[config.mk]
export PLATFORM = sky130hd
export DESIGN_NAME = bresenham_line_rasterizer_unit
export DESIGN_NICKNAME = d
export VERILOG_FILES = /design/src/brl_pkg.sv /design/src/brl_step.sv /design/src/brl_map.sv /design/src/bresenham_line_rasterizer_unit.sv
export SDC_FILE = /design/constraint.sdc
export NUM_CORES = 1
export LEC_CHECK = 0
export BUFFER_PORTS_ARGS = -buffer_cell sky130_fd_sc_hd__buf_2
export CAP_MARGIN = 25
export CELL_PAD_IN_SITES_DETAIL_PLACEMENT = 2
export CELL_PAD_IN_SITES_GLOBAL_PLACEMENT = 2
export CORE_MARGIN = 2
export CORE_UTILIZATION = 42
export CTS_CLUSTER_DIAMETER = 60
export DETAILED_ROUTE_END_ITERATION = 16
export PLACE_DENSITY_LB_ADDON = 0.1
export SETUP_SLACK_MARGIN = 0.5
export SKIP_LAST_GASP = 1
export SYNTH_ARGS = -nofsm -noshare
export SYNTH_HDL_FRONTEND = slang
export SYNTH_SLANG_ARGS = --single-unit
[constraint.sdc]
create_clock -name clk -period 10.3 [get_ports clk]
set_input_delay 1.545 -clock clk [delete_from_list [all_inputs] [get_ports clk]]
set_output_delay 1.545 -clock clk [all_outputs]
set_load 0.02 [all_outputs]
[src/brl_pkg.sv]
package brl_pkg;

  localparam int COORD_HALF_SPAN = 32;
  localparam int MAP_SIZE_MAX    = 64;

  localparam int COORD_W = $clog2(2 * COORD_HALF_SPAN);
  localparam int DELTA_W = COORD_W;
  localparam int ERR_W   = COORD_W + 3;
  localparam int CFG_W   = 7;
  localparam int CIDX_W  = 2;
  localparam int COLOR_W = 24;
  localparam int PX_W    = 7;
  localparam int PY_W    = 8;

  localparam logic [CIDX_W-1:0] REG_MAP_WIDTH  = 2'd0;
  localparam logic [CIDX_W-1:0] REG_MAP_HEIGHT = 2'd1;

  typedef enum logic [2:0] {
    ST_IDLE = 3'b001,
    ST_END  = 3'b010,
    ST_WALK = 3'b100
  } seq_state_t;

  typedef struct packed {
    logic load;
    logic adv;
    logic sel_end;
  } step_cmd_t;

  typedef struct packed {
    logic last;
  } step_stat_t;

endpackage

[src/brl_step.sv]
module brl_step (
  input  logic                              clk,
  input  brl_pkg::step_cmd_t                cmd,
  input  logic signed [brl_pkg::COORD_W-1:0] in_sx,
  input  logic signed [brl_pkg::COORD_W-1:0] in_sy,
  input  logic signed [brl_pkg::COORD_W-1:0] in_ex,
  input  logic signed [brl_pkg::COORD_W-1:0] in_ey,
  output logic signed [brl_pkg::COORD_W-1:0] pt_x,
  output logic signed [brl_pkg::COORD_W-1:0] pt_y,
  output brl_pkg::step_stat_t               stat
);
  import brl_pkg::*;

  logic signed [COORD_W-1:0] x_r, y_r, ex_r, ey_r;
  logic [DELTA_W-1:0]        dx_r, dy_r, steps_r, n_r;
  logic                      stx_neg_r, sty_neg_r;
  logic signed [ERR_W-1:0]   err_r, err_nxt;

  logic signed [COORD_W:0]   diff_x, diff_y;
  logic [DELTA_W-1:0]        dx_in, dy_in;
  logic signed [ERR_W:0]     e2;
  logic signed [ERR_W:0]     neg_dy, pos_dx;
  logic                      mv_x, mv_y;

  assign diff_x = {in_ex[COORD_W-1], in_ex} - {in_sx[COORD_W-1], in_sx};
  assign diff_y = {in_ey[COORD_W-1], in_ey} - {in_sy[COORD_W-1], in_sy};
  assign dx_in  = diff_x[COORD_W] ? DELTA_W'(-diff_x) : DELTA_W'(diff_x);
  assign dy_in  = diff_y[COORD_W] ? DELTA_W'(-diff_y) : DELTA_W'(diff_y);

  assign e2     = {err_r, 1'b0};
  assign neg_dy = -$signed({{(ERR_W+1-DELTA_W){1'b0}}, dy_r});
  assign pos_dx = $signed({{(ERR_W+1-DELTA_W){1'b0}}, dx_r});
  assign mv_x   = e2 > neg_dy;
  assign mv_y   = e2 < pos_dx;

  always_comb begin
    err_nxt = err_r;
    if (mv_x) begin
      err_nxt = err_nxt - $signed({{(ERR_W-DELTA_W){1'b0}}, dy_r});
    end
    if (mv_y) begin
      err_nxt = err_nxt + $signed({{(ERR_W-DELTA_W){1'b0}}, dx_r});
    end
  end

  always_ff @(posedge clk) begin
    if (cmd.load) begin
      x_r       <= in_sx;
      y_r       <= in_sy;
      ex_r      <= in_ex;
      ey_r      <= in_ey;
      dx_r      <= dx_in;
      dy_r      <= dy_in;
      stx_neg_r <= !(in_sx < in_ex);
      sty_neg_r <= !(in_sy < in_ey);
      err_r     <= $signed({{(ERR_W-DELTA_W){1'b0}}, dx_in})
                 - $signed({{(ERR_W-DELTA_W){1'b0}}, dy_in});
      steps_r   <= (dx_in > dy_in) ? dx_in : dy_in;
      n_r       <= DELTA_W'(1);
    end else if (cmd.adv) begin
      err_r <= err_nxt;
      n_r   <= n_r + DELTA_W'(1);
      if (mv_x) begin
        x_r <= stx_neg_r ? x_r - COORD_W'(1) : x_r + COORD_W'(1);
      end
      if (mv_y) begin
        y_r <= sty_neg_r ? y_r - COORD_W'(1) : y_r + COORD_W'(1);
      end
    end
  end

  assign pt_x      = cmd.sel_end ? ex_r : x_r;
  assign pt_y      = cmd.sel_end ? ey_r : y_r;
  assign stat.last = cmd.sel_end ? (steps_r == '0) : (n_r == steps_r);

endmodule

[src/brl_map.sv]
module brl_map (
  input  logic                               clk,
  input  logic                               rst_n,
  input  logic                               emit,
  input  logic signed [brl_pkg::COORD_W-1:0] pt_x,
  input  logic signed [brl_pkg::COORD_W-1:0] pt_y,
  input  logic                               pt_last,
  input  logic [brl_pkg::COLOR_W-1:0]        color,
  input  logic [brl_pkg::CFG_W-1:0]          map_w,
  input  logic [brl_pkg::CFG_W-1:0]          map_h,
  output logic                               out_strobe,
  output logic signed [brl_pkg::PX_W-1:0]    out_pixel_x,
  output logic signed [brl_pkg::PY_W-1:0]    out_pixel_y,
  output logic                               out_inside_map,
  output logic [brl_pkg::COLOR_W-1:0]        out_pixel_color,
  output logic                               out_last_point
);
  import brl_pkg::*;

  logic [CFG_W-1:0]       w_c, h_c;
  logic signed [PY_W-1:0] x_full, y_full;
  logic                   in_bounds;

  logic                   strobe_r;
  logic signed [PX_W-1:0] px_r;
  logic signed [PY_W-1:0] py_r;
  logic                   inside_r, last_r;
  logic [COLOR_W-1:0]     color_r;

  assign w_c = (map_w > CFG_W'(MAP_SIZE_MAX)) ? CFG_W'(MAP_SIZE_MAX) : map_w;
  assign h_c = (map_h > CFG_W'(MAP_SIZE_MAX)) ? CFG_W'(MAP_SIZE_MAX) : map_h;

  assign x_full = $signed({2'b00, w_c[CFG_W-1:1]})
                + $signed({{(PY_W-COORD_W){pt_x[COORD_W-1]}}, pt_x});
  assign y_full = $signed({2'b00, h_c[CFG_W-1:1]})
                - $signed({{(PY_W-COORD_W){pt_y[COORD_W-1]}}, pt_y});

  assign in_bounds = !x_full[PY_W-1] && (x_full[CFG_W-1:0] < w_c)
                  && !y_full[PY_W-1] && (y_full[CFG_W-1:0] < h_c);

  always_ff @(posedge clk) begin
    if (!rst_n) begin
      strobe_r <= 1'b0;
    end else begin
      strobe_r <= emit;
    end
  end

  always_ff @(posedge clk) begin
    if (emit) begin
      px_r     <= x_full[PX_W-1:0];
      py_r     <= y_full;
      inside_r <= in_bounds;
      last_r   <= pt_last;
      color_r  <= color;
    end
  end

  assign out_strobe      = strobe_r;
  assign out_pixel_x     = px_r;
  assign out_pixel_y     = py_r;
  assign out_inside_map  = inside_r;
  assign out_pixel_color = color_r;
  assign out_last_point  = last_r;

endmodule

[src/bresenham_line_rasterizer_unit.sv]
// Channel   Handshake                  Payload
// input     start in, busy out         in_start_x/y, in_end_x/y, in_line_color
// result    out_strobe out             out_pixel_x/y, out_inside_map,
//                                      out_pixel_color, out_last_point
// config    cfg_we in                  cfg_index, cfg_wdata
//
// A line of L major-axis steps emits L+1 points, one per cycle from the shared step unit.
// The end point is emitted first, from the end state, and shown through the output register.
// Busy stays high from the accepting edge until the last point has been emitted, and the next
// line is accepted only in the idle cycle that follows.
// Reset is synchronous and active low; it returns the sequencer to idle and the map to 64x64.
// The receiver cannot stall: each point is shown for exactly one cycle.
module bresenham_line_rasterizer_unit (
  input  logic                               clk,
  input  logic                               rst_n,
  input  logic                               start,
  output logic                               busy,
  input  logic signed [brl_pkg::COORD_W-1:0] in_start_x,
  input  logic signed [brl_pkg::COORD_W-1:0] in_start_y,
  input  logic signed [brl_pkg::COORD_W-1:0] in_end_x,
  input  logic signed [brl_pkg::COORD_W-1:0] in_end_y,
  input  logic [brl_pkg::COLOR_W-1:0]        in_line_color,
  input  logic                               cfg_we,
  input  logic [brl_pkg::CIDX_W-1:0]         cfg_index,
  input  logic [brl_pkg::CFG_W-1:0]          cfg_wdata,
  output logic                               out_strobe,
  output logic signed [brl_pkg::PX_W-1:0]    out_pixel_x,
  output logic signed [brl_pkg::PY_W-1:0]    out_pixel_y,
  output logic                               out_inside_map,
  output logic [brl_pkg::COLOR_W-1:0]        out_pixel_color,
  output logic                               out_last_point
);
  import brl_pkg::*;

  seq_state_t                state_r, state_nxt;
  logic [CFG_W-1:0]          map_w_r, map_h_r;
  logic [COLOR_W-1:0]        color_r;
  step_cmd_t                 cmd;
  step_stat_t                stat;
  logic signed [COORD_W-1:0] pt_x, pt_y;
  logic                      emit;

  always_ff @(posedge clk) begin
    if (!rst_n) begin
      map_w_r <= CFG_W'(MAP_SIZE_MAX);
      map_h_r <= CFG_W'(MAP_SIZE_MAX);
    end else if (cfg_we) begin
      case (cfg_index)
        REG_MAP_WIDTH:  map_w_r <= cfg_wdata;
        REG_MAP_HEIGHT: map_h_r <= cfg_wdata;
        default: begin
        end
      endcase
    end
  end

  always_comb begin
    state_nxt   = state_r;
    cmd.load    = 1'b0;
    cmd.adv     = 1'b0;
    cmd.sel_end = 1'b0;
    emit        = 1'b0;
    case (state_r)
      ST_IDLE: begin
        if (start) begin
          cmd.load  = 1'b1;
          state_nxt = ST_END;
        end
      end
      ST_END: begin
        cmd.sel_end = 1'b1;
        emit        = 1'b1;
        state_nxt   = stat.last ? ST_IDLE : ST_WALK;
      end
      ST_WALK: begin
        cmd.adv = 1'b1;
        emit    = 1'b1;
        if (stat.last) begin
          state_nxt = ST_IDLE;
        end
      end
      default: begin
        state_nxt = ST_IDLE;
      end
    endcase
  end

  always_ff @(posedge clk) begin
    if (!rst_n) begin
      state_r <= ST_IDLE;
    end else begin
      state_r <= state_nxt;
    end
  end

  always_ff @(posedge clk) begin
    if (cmd.load) begin
      color_r <= in_line_color;
    end
  end

  assign busy = (state_r != ST_IDLE);

  brl_step u_step (
    .clk   (clk),
    .cmd   (cmd),
    .in_sx (in_start_x),
    .in_sy (in_start_y),
    .in_ex (in_end_x),
    .in_ey (in_end_y),
    .pt_x  (pt_x),
    .pt_y  (pt_y),
    .stat  (stat)
  );

  brl_map u_map (
    .clk             (clk),
    .rst_n           (rst_n),
    .emit            (emit),
    .pt_x            (pt_x),
    .pt_y            (pt_y),
    .pt_last         (stat.last),
    .color           (color_r),
    .map_w           (map_w_r),
    .map_h           (map_h_r),
    .out_strobe      (out_strobe),
    .out_pixel_x     (out_pixel_x),
    .out_pixel_y     (out_pixel_y),
    .out_inside_map  (out_inside_map),
    .out_pixel_color (out_pixel_color),
    .out_last_point  (out_last_point)
  );

endmodule

# Word-level counts from Yosys, hierarchy flattened
# Cells that the tools add are included.
# op_classes
n_addsub,15
n_lt_le_gt_ge,9
n_eq_ne,8
muxes,29
reduce_logical,18
# ops
cell,n
6-bit two-way mux,13
9-bit two-way mux,4
6-bit by 6-bit subtractor with 7-bit output,3
"7-bit greater-than comparator, second input constant",2
7-bit less-than comparator,2
7-bit two-way mux,2
"6-bit by 2-bit adder with 6-bit output, second input constant",2
6-bit less-than comparator,2
6-bit negator,2
"6-bit by 2-bit subtractor with 6-bit output, second input constant",2
10-bit greater-than comparator,1
10-bit by 7-bit less-than comparator with 1-bit output,1
6-bit negator with 10-bit output,1
2-bit AND reduction,5
9-bit by 7-bit adder with 9-bit output,1
3-bit two-way mux,3
3-bit one-hot mux with 3 select lines,1
9-bit by 7-bit subtractor with 9-bit output,1
7-bit by 6-bit adder with 8-bit output,1
7-bit by 6-bit subtractor with 8-bit output,1
"6-bit by 1-bit adder with 6-bit output, second input constant",1
6-bit == test,1
6-bit greater-than comparator,1
6-bit logical NOT,1
12 further kinds,25
# word_totals
reg_bits,142
in_bits,61
out_inout_bits,43
word_cells,100

# Depth between registers and ports, before layout
# Gate-level depths: netlist of the first run.
# depth
depth_word,8
mapped_depth,19
mapped_depth_nobuf,19

# Modules after synthesis
# Synthesis of the first run repeated with hierarchy kept, for this count alone.
# hier_totals
cells_unflattened,741
area_unflattened_um2,8369.3
# modules_own_cells
module,n_inst,cells_each,area_per_inst_um2,seq_area_each_um2
brl_step,1,488,4819.6,1711.6
brl_map,1,161,2148.3,1251.2
bresenham_line_rasterizer_unit,1,92,1401.3,1061.0

# Worst setup path after synthesis of the first run
# Ideal clock, no wire load.
# synth_timing
kind,in2reg
startpoint,input port in_end_x[0] (netlist name)
endpoint,register u_step.steps_r[0] (data pin)
setup_time_ns,0.277
arrival_time_ns,4.603
required_ns,10.023
path_slack_ns,5.421
path_stages,18
n_path_buf,0
path_cell_list,inv_1 > ha_1 > inv_1 > fa_1 > a21o_1 > a21o_1 > a21oi_1 > a21oi_1 > mux2i_1 > inv_1 > ha_1 > nor2b_1 > o21ai_0 > a21boi_0 > o21a_1 > nor3_1 > nor2_1 > mux2i_1
# synth_via
elab_chain_len,5
# synth_lines
item,line,text
start: declaration,bresenham_line_rasterizer_unit.sv:20,"input logic signed [brl_pkg::COORD_W-1:0] in_end_x,"
6-bit by 6-bit subtractor with 7-bit output *,brl_step.sv:25,"assign diff_x = {in_ex[COORD_W-1], in_ex} - {in_sx[COORD_W-1], in_sx};"
6-bit negator,brl_step.sv:27,assign dx_in = diff_x[COORD_W] ? DELTA_W'(-diff_x) : DELTA_W'(diff_x);
6-bit two-way mux *,brl_step.sv:27,
net u_step.dx_in[1],brl_step.sv:20,"logic [DELTA_W-1:0] dx_in, dy_in;"
6-bit greater-than comparator *,brl_step.sv:58,steps_r <= (dx_in > dy_in) ? dx_in : dy_in;
6-bit two-way mux *,brl_step.sv:58,
end signal: assignment,brl_step.sv:58,
end: declaration,brl_step.sv:15,"logic [DELTA_W-1:0] dx_r, dy_r, steps_r, n_r;"
# Mark *: on every way through the listed nets, which the timed path passes. The rest lies on a longest branch.
# A chain may end at the register's enable or synchronous reset.

# Worst setup path in the final report of the first run
# layout_timing
startpoint,register u_step.dy_r[2]
endpoint,register u_step.err_r[8] (data pin)
# layout_via
elab_chain_len,7
elab_cells_between_ends,8
classes_between,add/sub (3); order compare (1); mux (4)
# layout_lines
item,line,text
start: declaration,brl_step.sv:15,
start signal: assignment,brl_step.sv:53,dy_r <= dy_in;
6-bit negator with 10-bit output,brl_step.sv:31,"assign neg_dy = -$signed({{(ERR_W+1-DELTA_W){1'b0}}, dy_r});"
10-bit greater-than comparator,brl_step.sv:33,assign mv_x = e2 > neg_dy;
9-bit two-way mux *,brl_step.sv:38,if (mv_x) begin
9-bit by 7-bit adder with 9-bit output,brl_step.sv:42,"err_nxt = err_nxt + $signed({{(ERR_W-DELTA_W){1'b0}}, dx_r});"
9-bit two-way mux *,brl_step.sv:41,if (mv_y) begin
9-bit two-way mux *,brl_step.sv:60,end else if (cmd.adv) begin
9-bit two-way mux *,brl_step.sv:47,if (cmd.load) begin
end signal: assignment,brl_step.sv:56,"err_r <= $signed({{(ERR_W-DELTA_W){1'b0}}, dx_in})"
end signal: assignment,brl_step.sv:61,err_r <= err_nxt;
end: declaration,brl_step.sv:17,"logic signed [ERR_W-1:0] err_r, err_nxt;"
# Mark *: on every way between the ends. The rest lies on a longest branch, timed or not. The select of a mux whose other input is x is not followed.

==> results of run 1 <==
-- kinds of logic after synthesis --
| family | after synthesis | share of synthesized area |
|---|---|---|
| compound gates | 148 | 0.113 |
| xor+xnor | 59 | 0.0622 |
| fa+ha+maj | 92 | 0.147 |
| buf+inv | 94 | 0.0426 |
| flops | 142 | 0.484 |
| mux | 38 | 0.0473 |
| simple gates | 172 | 0.104 |
-- through the flow --
step	cells	area, um2	worst slack (ns)	util	power (uW)
floorplan	745	8310	5.42	-	1540
global placement	1105	9160	4.95	0.470	1750
detailed placement	1106	9160	4.59	0.471	1840
CTS	1138	9760	4.80	0.502	2490
global route	1139	9780	4.48	0.503	2630
finish	1139	9780	4.84	0.503	2470
-- layout make-up --
class	instances	area, um2	area share
clock buffer	17	425	0.0435
clock inverter	15	173	0.0177
inverter	81	304	0.0311
multi-input combinational	509	3940	0.403
sequential	142	4020	0.411
tap	265	332	0.0339
timing repair buffer	110	581	0.0594
-- critical path, cell delays in order (launching register included) --
cell	delay (ns)
edfxtp_1	0.44
nor3_1	0.48
nand3_1	0.29
nor2_1	0.19
ha_1	0.28
a21o_1	0.20
a2111oi_0	0.60
o211a_1	0.29
nor2_2	0.11
mux2i_1	0.34
ha_1	0.28
fa_1	0.26
a211oi_1	0.09
nor2_1	0.15
o21ai_0	0.09
a21oi_1	0.40
mux2_2	0.40
o2111ai_1	0.18
o211ai_1	0.11
-- power groups by stage --
stage	sequential [uW]	clock, uW	combinational, uW
3_3_place_gp	833	0	915
3_5_place_dp	839	0	1000
6_report	825	624	1030
2_1_floorplan	824	0	711
4_1_cts	828	628	1030
5_1_grt	837	650	1150
-- how the worst min path moves through the flow --
| stage | from | to | slack, ns | cells past startpoint |
|---|---|---|---|---|
| 6_report | color_r[0] | u_map.out_pixel_color[0] | 0.42 | 0 |
| 5_1_grt | color_r[9] | u_map.out_pixel_color[9] | 0.43 | 0 |
| 4_1_cts | color_r[0] | u_map.out_pixel_color[0] | 0.42 | 0 |
| 3_5_place_dp | color_r[14] | u_map.out_pixel_color[14] | 0.41 | 0 |
| 3_3_place_gp | color_r[2] | u_map.out_pixel_color[2] | 0.40 | 0 |
| 2_1_floorplan | color_r[0] | u_map.out_pixel_color[0] | 0.40 | 0 |
-- metal layers --
metal | global-route usage | up-vias | routed length (um)
li1 | - | 2893 | -
met1 | 0.297 | 3114 | 10600
met2 | 0.449 | 107 | 13000
met3 | 0.0471 | 35 | 814
met4 | 0.0659 | 0 | 419
met5 | 0 | - | 0
-- registers in the layout, summed over array words and instances, names as in the netlist, 3 cells and up --
register               flops
u_map.out_pixel_color     24
u_step.err_r               9
u_step.x_r                 6
u_step.ex_r                6
u_step.ey_r                6
u_map.out_pixel_y          8
color_r                   24
u_step.y_r                 6
u_step.steps_r             6
u_step.n_r                 6
map_w_r                    7
u_map.out_pixel_x          7
u_step.dx_r                6
u_step.dy_r                6
state_r                    3
map_h_r                    7
-- synthesized netlist by cell type (5+ instances only) --
cell	instances	share of area
a211oi_1	7	0.0063
a21o_1	17	0.015
a21oi_1	47	0.028
clkbuf_1	9	0.0041
dfxtp_1	24	0.058
edfxtp_1	118	0.43
fa_1	9	0.022
ha_1	83	0.12
inv_1	80	0.036
mux2_2	10	0.014
mux2i_1	28	0.034
nand2_1	37	0.017
nand2b_1	9	0.0068
nand3_1	10	0.0060
nand4_1	7	0.0053
nor2_1	46	0.021
nor2b_1	28	0.021
nor3_1	10	0.0060
o211ai_1	5	0.0045
o21a_1	11	0.0099
o21ai_0	28	0.017
o21bai_1	6	0.0054
xnor2_1	37	0.039
xor2_1	22	0.023
==> results.sh, run 1 <==
export IMPL_die_height_um=145
export IMPL_reg2reg_from="u_step.dy_r[2]"
export IMPL_relSlewSlack=0.423
export IMPL_root_buffer="clkbuf_16"
export IMPL_hold_path_class="flip-flop to flip-flop"
export IMPL_p_int_uw=1510
export IMPL_ant_nets=0
export IMPL_async_flop_share=0
export IMPL_combPwrFrac=0.414
export IMPL_grt_remaining_overflow=0
export IMPL_layout_common_cells="edfxtp_1 (118), buf_2 (103), ha_1 (83)"
export IMPL_holdBufCountCts=0
export IMPL_hpwl_um=18900
export IMPL_synth_seq_area_share=0.484
export IMPL_maxCapViolations=0
export IMPL_critPathCaptureType="flip-flop"
export IMPL_grt_pass1_vias=6941
export IMPL_clk_pin_slew_ns=0.07
export IMPL_core_area_um2=19500
export IMPL_num_vias=6149
export IMPL_die_w_um=145
export IMPL_path_class="flip-flop to flip-flop"
export IMPL_syn_to_final_growth_pct=17.7
export IMPL_ioPinCount=104
export IMPL_setup_viol_count_final=0
export IMPL_holdWs_ns=0.419
export IMPL_drt_wl_total_um=24900
export IMPL_ys_ff_latch=142
export IMPL_status="completed"
export IMPL_critPathLaunch="u_step.dy_r[2]"
export IMPL_crit_fanout=7
export IMPL_post_cts_buffers=0
export IMPL_synth_warning_count=0
export IMPL_critPathArrivalTime_ns=5.63
export IMPL_htree_levels=4
export IMPL_antenna_found_initial=0
export IMPL_syn_nets=898
export IMPL_fillCellCount=1991
export IMPL_grt_pass1_wl_um=38500
export IMPL_synth_edf_count=118
export IMPL_clock_power_share=0.252
export IMPL_period_needed_ns=5.46
export IMPL_clk_path_buf_depth=2
export IMPL_cts_resized=0
export IMPL_p_sw_uw=964
export IMPL_drt_iter0_drc=226
export IMPL_vias_per_cell=5.40
export IMPL_drt_pass1_iterations=4
export IMPL_syn_inst=745
export IMPL_start_util=0.427
export IMPL_synthFlopType="edfxtp_1"
export IMPL_crit_required_ns=10.47
export IMPL_cts_buffers_inserted=17
export IMPL_r2r_slack_ns=4.84
export IMPL_netlist_cell_type_count=56
export IMPL_netlist_area_um2=8310
export IMPL_reg2reg_to="u_step.err_r[8]"
export IMPL_fin_nets=1014
export IMPL_wire_per_inst_um=21.8
export IMPL_diodes=0
export IMPL_ir_drop_uv=129
export IMPL_syn_area_per_cell_um2=11.2
export IMPL_grt_usage=0.246
export IMPL_drv_slew=0
export IMPL_cts_sinks=142
export IMPL_worst_r2r_cell_count=18
export IMPL_grt_max_degree=43
export IMPL_max_freq_mhz=183
export IMPL_endpoint="u_step.err_r[8]"
export IMPL_tightest_slew_ns=0.866
export IMPL_port_buffers=103
export IMPL_power_density_nw_per_um2=253
export IMPL_power_frac_seq=0.334
export IMPL_swShare=0.390
export IMPL_grt_setup_unrepaired="no"
export IMPL_finalSetupTns_ns=0
export IMPL_drc=0
export IMPL_start_kind="flip-flop"
export IMPL_die_area_um2=20900
export IMPL_period_share=0.530
export IMPL_final_common_cell="edfxtp_1"
export IMPL_finalHoldViolCount=0
export IMPL_cellLeakagePower_uw=0.00422
export IMPL_rows=51
export IMPL_cts_tree="built"
export IMPL_layout_drive_gt1_share=0.184
export IMPL_clk_latency_ns=0.43
export IMPL_routabilityCongestion=0.827
export IMPL_clock_skew_final_ns=0.0104
Power figures use the tool's default switching activity.
==> inputs of run 2 (changes only) <==
Settings changed: CORE_UTILIZATION 42 to 39.
Clock period 10.3 ns to 5.55 ns, I/O delays scaled along.
==> run 2 against run 1 <==
- clock skew increased by 0.0064 ns
- core utilization is 2.9 points lower
- first-iteration DRC count shrank 7.5%
- largest cell class unchanged
- largest power group unchanged
==> results.sh, run 2 (same netlist as run 1, synthesis figures left out) <==
export IMPL_status="completed"
export IMPL_p_sw_uw=1780
export IMPL_p_int_uw=2910
export IMPL_htree_levels=4
export IMPL_rows=53
export IMPL_power_density_nw_per_um2=472
export IMPL_dp_slack_ns=0.463
export IMPL_period_share=0.861
export IMPL_period_needed_ns=4.78
export IMPL_grt_pass1_vias=6881
export IMPL_diodes=0
export IMPL_maxCapViolations=0
export IMPL_drv_slew=0
export IMPL_critPathCaptureType="flip-flop"
export IMPL_combPwrFrac=0.412
export IMPL_grt_max_degree=52
export IMPL_routabilityCongestion=0.811
export IMPL_clock_skew_final_ns=0.0167
export IMPL_ant_nets=0
export IMPL_tightest_slew_ns=0.743
export IMPL_fillCellCount=2194
export IMPL_swShare=0.379
export IMPL_port_buffers=103
export IMPL_finalHoldViolCount=0
export IMPL_relSlewSlack=0.491
export IMPL_max_freq_mhz=209
export IMPL_syn_to_final_growth_pct=19.5
export IMPL_start_kind="flip-flop"
export IMPL_grt_pass1_wl_um=38300
export IMPL_cts_buffers_inserted=17
export IMPL_final_common_cell="edfxtp_1"
export IMPL_clk_latency_ns=0.44
export IMPL_stdcell_count=1158
export IMPL_hold_end="u_map.out_pixel_color[0]"
export IMPL_layout_common_cells="edfxtp_1 (118), buf_2 (103), ha_1 (83)"
export IMPL_fin_nets=1023
export IMPL_core_area_um2=21000
export IMPL_grt_usage=0.225
export IMPL_worst_r2r_cell_count=18
export IMPL_hold_depth=0
export IMPL_reg2reg_to="u_step.err_r[8]"
export IMPL_hpwl_um=18500
export IMPL_antenna_found_initial=1
export IMPL_drt_iter0_drc=209
export IMPL_num_vias=6117
export IMPL_critPathArrivalTime_ns=4.96
export IMPL_grt_remaining_overflow=0
export IMPL_hp_start="color_r[0]"
export IMPL_wire_per_inst_um=21.2
export IMPL_cts_tree="built"
export IMPL_r2r_slack_ns=0.77
export IMPL_holdBufCountCts=0
export IMPL_power_frac_seq=0.328
export IMPL_crit_fanout=7
export IMPL_setup_viol_count_final=0
export IMPL_drt_pass1_iterations=4
export IMPL_clk_path_buf_depth=2
export IMPL_start_util=0.397
export IMPL_vias_per_cell=5.28
export IMPL_ioPinCount=104
export IMPL_ir_drop_uv=216
export IMPL_dp_cells=1116
export IMPL_clk_pin_slew_ns=0.08
export IMPL_die_w_um=150
export IMPL_root_buffer="clkbuf_16"
export IMPL_die_area_um2=22500
export IMPL_cts_sinks=142
export IMPL_path_class="flip-flop to flip-flop"
export IMPL_layout_drive_gt1_share=0.200
export IMPL_reg2reg_from="u_step.dy_r[0]"
export IMPL_cellLeakagePower_uw=0.00430
export IMPL_drt_wl_total_um=24600
export IMPL_drc=0
export IMPL_clock_power_share=0.259
export IMPL_crit_required_ns=5.73
export IMPL_hold_path_class="flip-flop to flip-flop"
export IMPL_layout_setup_ws_ns=0.772
export IMPL_die_height_um=150
export IMPL_finalSetupTns_ns=0
export IMPL_grt_setup_unrepaired="no"
[run 2: cell count changes in the layout (fill, tap and decap cells not counted), sizes merged]
| cell | before | now |
|---|---|---|
| buf | 110 | 119 |
| bufinv | 0 | 2 |
| clkinvlp | 3 | 0 |
| clkinv | 5 | 3 |
| inv | 88 | 91 |
[run 2: worst max path at each step]
stage	from	to	depth (start not counted)	slack (ns)
after floorplan	u_step.dy_r[1]	u_step.err_r[8]	18	1.17
after global placement	u_step.dy_r[1]	u_step.err_r[8]	18	0.77
after detailed placement	u_step.dy_r[2]	u_step.err_r[8]	18	0.46
after CTS	u_step.dy_r[2]	u_step.err_r[8]	17	0.55
after global routing	u_step.dy_r[0]	u_step.err_r[8]	19	0.48
final	u_step.dy_r[0]	u_step.err_r[8]	18	0.77
[run 2: worst max-delay path, stage by stage, from the launching register on]
cell	delay, ns
edfxtp_1	0.48
inv_1	0.14
ha_1	0.23
nand3_1	0.11
xnor2_1	0.14
ha_1	0.32
nand4_1	0.15
o31a_1	0.35
o211a_1	0.27
nor2_4	0.23
mux2_2	0.42
fa_1	0.47
a211oi_1	0.23
nor2_1	0.09
o21ai_1	0.16
a21oi_2	0.10
mux2_2	0.29
o2111ai_1	0.19
o211ai_1	0.13
[run 2: layout make-up]
class,instances,area [um2],share of cell area
flip-flops and latches,142,4020,0.405
well taps,275,344,0.0346
repair buffers,119,668,0.0673
multi-input cells,509,3980,0.401
inverters,81,304,0.0306
clock inverters,15,188,0.0189
clock buffers,17,425,0.0428
[run 2: what timing repair did]
action                                  in CTS  in global routing
gates cloned                                 0                  0
gates resized for setup                      2                  8
endpoints found under the hold margin        0                  0
endpoints found under the setup margin       1                  1
buffers inserted                             0                  8
pin swaps                                    0                  1
[run 2: power groups by stage]
stage | Sequential (uW) | Clock [uW] | Combinational, uW
2_1_floorplan | 1530 | 0 | 1320
3_3_place_gp | 1550 | 0 | 1710
3_5_place_dp | 1560 | 0 | 1850
4_1_cts | 1540 | 1240 | 1900
5_1_grt | 1560 | 1280 | 2150
6_report | 1540 | 1220 | 1930
[run 2: through the flow]
| step | hold slack [ns] | power [uW] | util | cell area, um2 |
|---|---|---|---|---|
| 6_report | 0.424 | 4690 | 0.474 | 9930 |
| 5_1_grt | 0.427 | 4990 | 0.474 | 9930 |
| 4_1_cts | 0.424 | 4680 | 0.467 | 9790 |
| 3_5_place_dp | 0.406 | 3410 | 0.438 | 9180 |
| 3_3_place_gp | 0.400 | 3260 | 0.437 | 9170 |
| 2_1_floorplan | 0.400 | 2850 | - | 8310 |
[run 2: layer usage]
layer  track usage  routed length, um  vias up
met4        0.0660                385        2
li1              -                  -     2906
met1         0.277              10700     3074
met3        0.0381                774       29
met2         0.403              12800      106
met5             0                  9        -
==> inputs of run 3 (changes only) <==
Settings changed: ABC_CLOCK_PERIOD_IN_PS set to 5550, RECOVER_POWER set to 100.
==> run 3 against run 2 <==
- the flow now finishes with violations (capacitance limit, slew limit)
- fmax is 1.3% lower
- non-clock buffer count stayed put
- core utilization shrank 0.66 points
- worst setup slack lost 0.064 ns
- via count about the same
- worst hold slack is essentially flat
- routed wire length barely moved
- final cell count about the same
- power down 0.51%
- clock power is essentially flat
- clock skew decreased by 0.00063 ns
- largest power group unchanged
- highest routed layer unchanged
==> results.sh, run 3 (same netlist as run 1, synthesis figures left out) <==
export IMPL_clk_pin_slew_ns=0.08
export IMPL_period_share=0.872
export IMPL_finalSetupTns_ns=0
export IMPL_cts_tree="built"
export IMPL_drv_slew=73
export IMPL_fin_nets=1023
export IMPL_period_needed_ns=4.84
export IMPL_port_buffers=103
export IMPL_path_cells="inv_1 -> ha_1 -> nand3_1 -> xnor2_1 -> ha_1 -> nand4_1 -> o31a_1 -> o211a_1 -> nor2_4 -> mux2i_1 -> ha_1 -> fa_1 -> a211oi_1 -> nor2_1 -> o21ai_1 -> a21oi_1 -> mux2_2 -> o2111ai_1 -> o211ai_1"
export IMPL_cts_sinks=142
export IMPL_layout_drive_gt1_share=0.116
export IMPL_tightest_slew_ns=1.96
export IMPL_cpLargestDelayFamily="compound AO/OA/AOI/OAI gates"
export IMPL_relSlewSlack=-0.306
export IMPL_drt_wl_total_um=24600
export IMPL_hold_depth=0
export IMPL_setup_viol_count_final=0
export IMPL_root_buffer="clkbuf_16"
export IMPL_hold_end="u_map.out_pixel_color[0]"
export IMPL_power_density_nw_per_um2=476
export IMPL_max_freq_mhz=207
export IMPL_start_kind="flip-flop"
export IMPL_num_vias=6115
export IMPL_holdBufCountCts=0
export IMPL_final_common_cell="edfxtp_1"
export IMPL_hpwl_um=18500
export IMPL_stdcell_count=1159
export IMPL_cpMostUsedCell="ha_1"
export IMPL_crit_required_ns=5.73
export IMPL_crit_buf_inv=1
export IMPL_core_area_um2=21000
export IMPL_grt_pass1_vias=6881
export IMPL_violations="capacitance limit, slew limit"
export IMPL_reg2reg_to="u_step.err_r[8]"
export IMPL_routabilityCongestion=0.811
export IMPL_path_class="flip-flop to flip-flop"
export IMPL_rows=53
export IMPL_wire_per_inst_um=21.2
export IMPL_critPathArrivalTime_ns=5.03
export IMPL_status="finished with violations"
export IMPL_cts_buffers_inserted=17
export IMPL_met1_usage=0.277
export IMPL_grt_setup_unrepaired="no"
export IMPL_antenna_found_initial=1
export IMPL_ioPinCount=104
export IMPL_grt_max_degree=52
export IMPL_drc=0
export IMPL_hold_path_class="flip-flop to flip-flop"
export IMPL_grt_usage=0.225
export IMPL_busiest_layer="met2"
export IMPL_die_area_um2=22500
export IMPL_clk_path_buf_depth=2
export IMPL_ir_drop_uv=215
export IMPL_reg2reg_from="u_step.dy_r[0]"
export IMPL_syn_to_final_growth_pct=17.8
export IMPL_cellLeakagePower_uw=0.00410
export IMPL_hp_start="color_r[0]"
export IMPL_r2r_slack_ns=0.71
export IMPL_grt_use_met2=0.403
export IMPL_vias_per_cell=5.28
export IMPL_drt_pass1_iterations=4
export IMPL_layout_setup_ws_ns=0.708
export IMPL_critPathCaptureType="flip-flop"
export IMPL_drt_iter0_drc=222
export IMPL_dp_cells=1116
export IMPL_crit_fanout=7
export IMPL_clock_skew_final_ns=0.0161
export IMPL_die_w_um=150
export IMPL_dp_slack_ns=0.463
export IMPL_grt_use_met3=0.0381
export IMPL_slowest_delay_ns=0.47
export IMPL_grt_remaining_overflow=0
export IMPL_clk_latency_ns=0.45
export IMPL_ant_nets=0
export IMPL_start_util=0.397
export IMPL_cp_slowest_cell="edfxtp_1"
export IMPL_grt_pass1_wl_um=38300
export IMPL_finalHoldViolCount=0
export IMPL_layout_common_cells="edfxtp_1 (118), ha_1 (83), inv_1 (79)"
export IMPL_maxCapViolations=2
export IMPL_die_height_um=150
export IMPL_worst_r2r_cell_count=19
export IMPL_htree_levels=4
[run 3: what timing repair did]
action	4_1_cts	5_1_grt
gates resized for setup	2	8
cloned	0	0
setup endpoints to repair	1	1
buffers inserted	0	8
pin swaps	0	1
[run 3: where the power goes]
group | total [uW] | internal [uW] | switching, uW | leakage [uW]
Sequential | 1540 | 1410 | 135 | 0.00130
Combinational | 1900 | 796 | 1110 | 0.00251
Clock | 1220 | 687 | 531 | 0.000304
[run 3: worst max-delay path by stage]
stage                                  to  cells past startpoint  slack [ns]            from
after floorplan           u_step.err_r[8]                     18        1.17  u_step.dy_r[1]
after detailed placement  u_step.err_r[8]                     18        0.46  u_step.dy_r[2]
final                     u_step.err_r[8]                     19        0.71  u_step.dy_r[0]
after CTS                 u_step.err_r[8]                     17        0.55  u_step.dy_r[2]
after global placement    u_step.err_r[8]                     18        0.77  u_step.dy_r[1]
after global routing      u_step.err_r[8]                     19        0.34  u_step.dy_r[0]
[run 3: area by class of cell]
type / instances / area [um2]
sequential: 142 / 4020
timing repair buffer: 119 / 543
fill: 2183 / 11200
inverter: 81 / 304
clock buffer: 17 / 425
clock inverter: 15 / 188
tap: 275 / 344
antenna: 1 / 2.50
multi-input combinational: 509 / 3960
[run 3: metrics by stage]
| step | hold WS, ns | utilization | power (uW) | area [um2] |
|---|---|---|---|---|
| after floorplan | 0.400 | - | 2850 | 8310 |
| after global placement | 0.400 | 0.437 | 3260 | 9170 |
| after detailed placement | 0.406 | 0.438 | 3410 | 9180 |
| after CTS | 0.424 | 0.467 | 4680 | 9790 |
| after global routing | 0.427 | 0.467 | 4960 | 9790 |
| final | 0.424 | 0.467 | 4660 | 9790 |
[run 3: worst reg2reg max path: stages, from the launching register on]
cell	delay (ns)
edfxtp_1	0.47
inv_1	0.14
ha_1	0.23
nand3_1	0.11
xnor2_1	0.14
ha_1	0.32
nand4_1	0.16
o31a_1	0.35
o211a_1	0.27
nor2_4	0.23
mux2i_1	0.30
ha_1	0.26
fa_1	0.27
a211oi_1	0.09
nor2_1	0.15
o21ai_1	0.08
a21oi_1	0.29
mux2_2	0.39
o2111ai_1	0.19
o211ai_1	0.15
[run 3: layer usage]
layer,vias up,part of all wire
li1,2907,-
met1,3081,0.43
met2,96,0.52
met3,29,0.031
met4,2,0.014
met5,-,0.00037
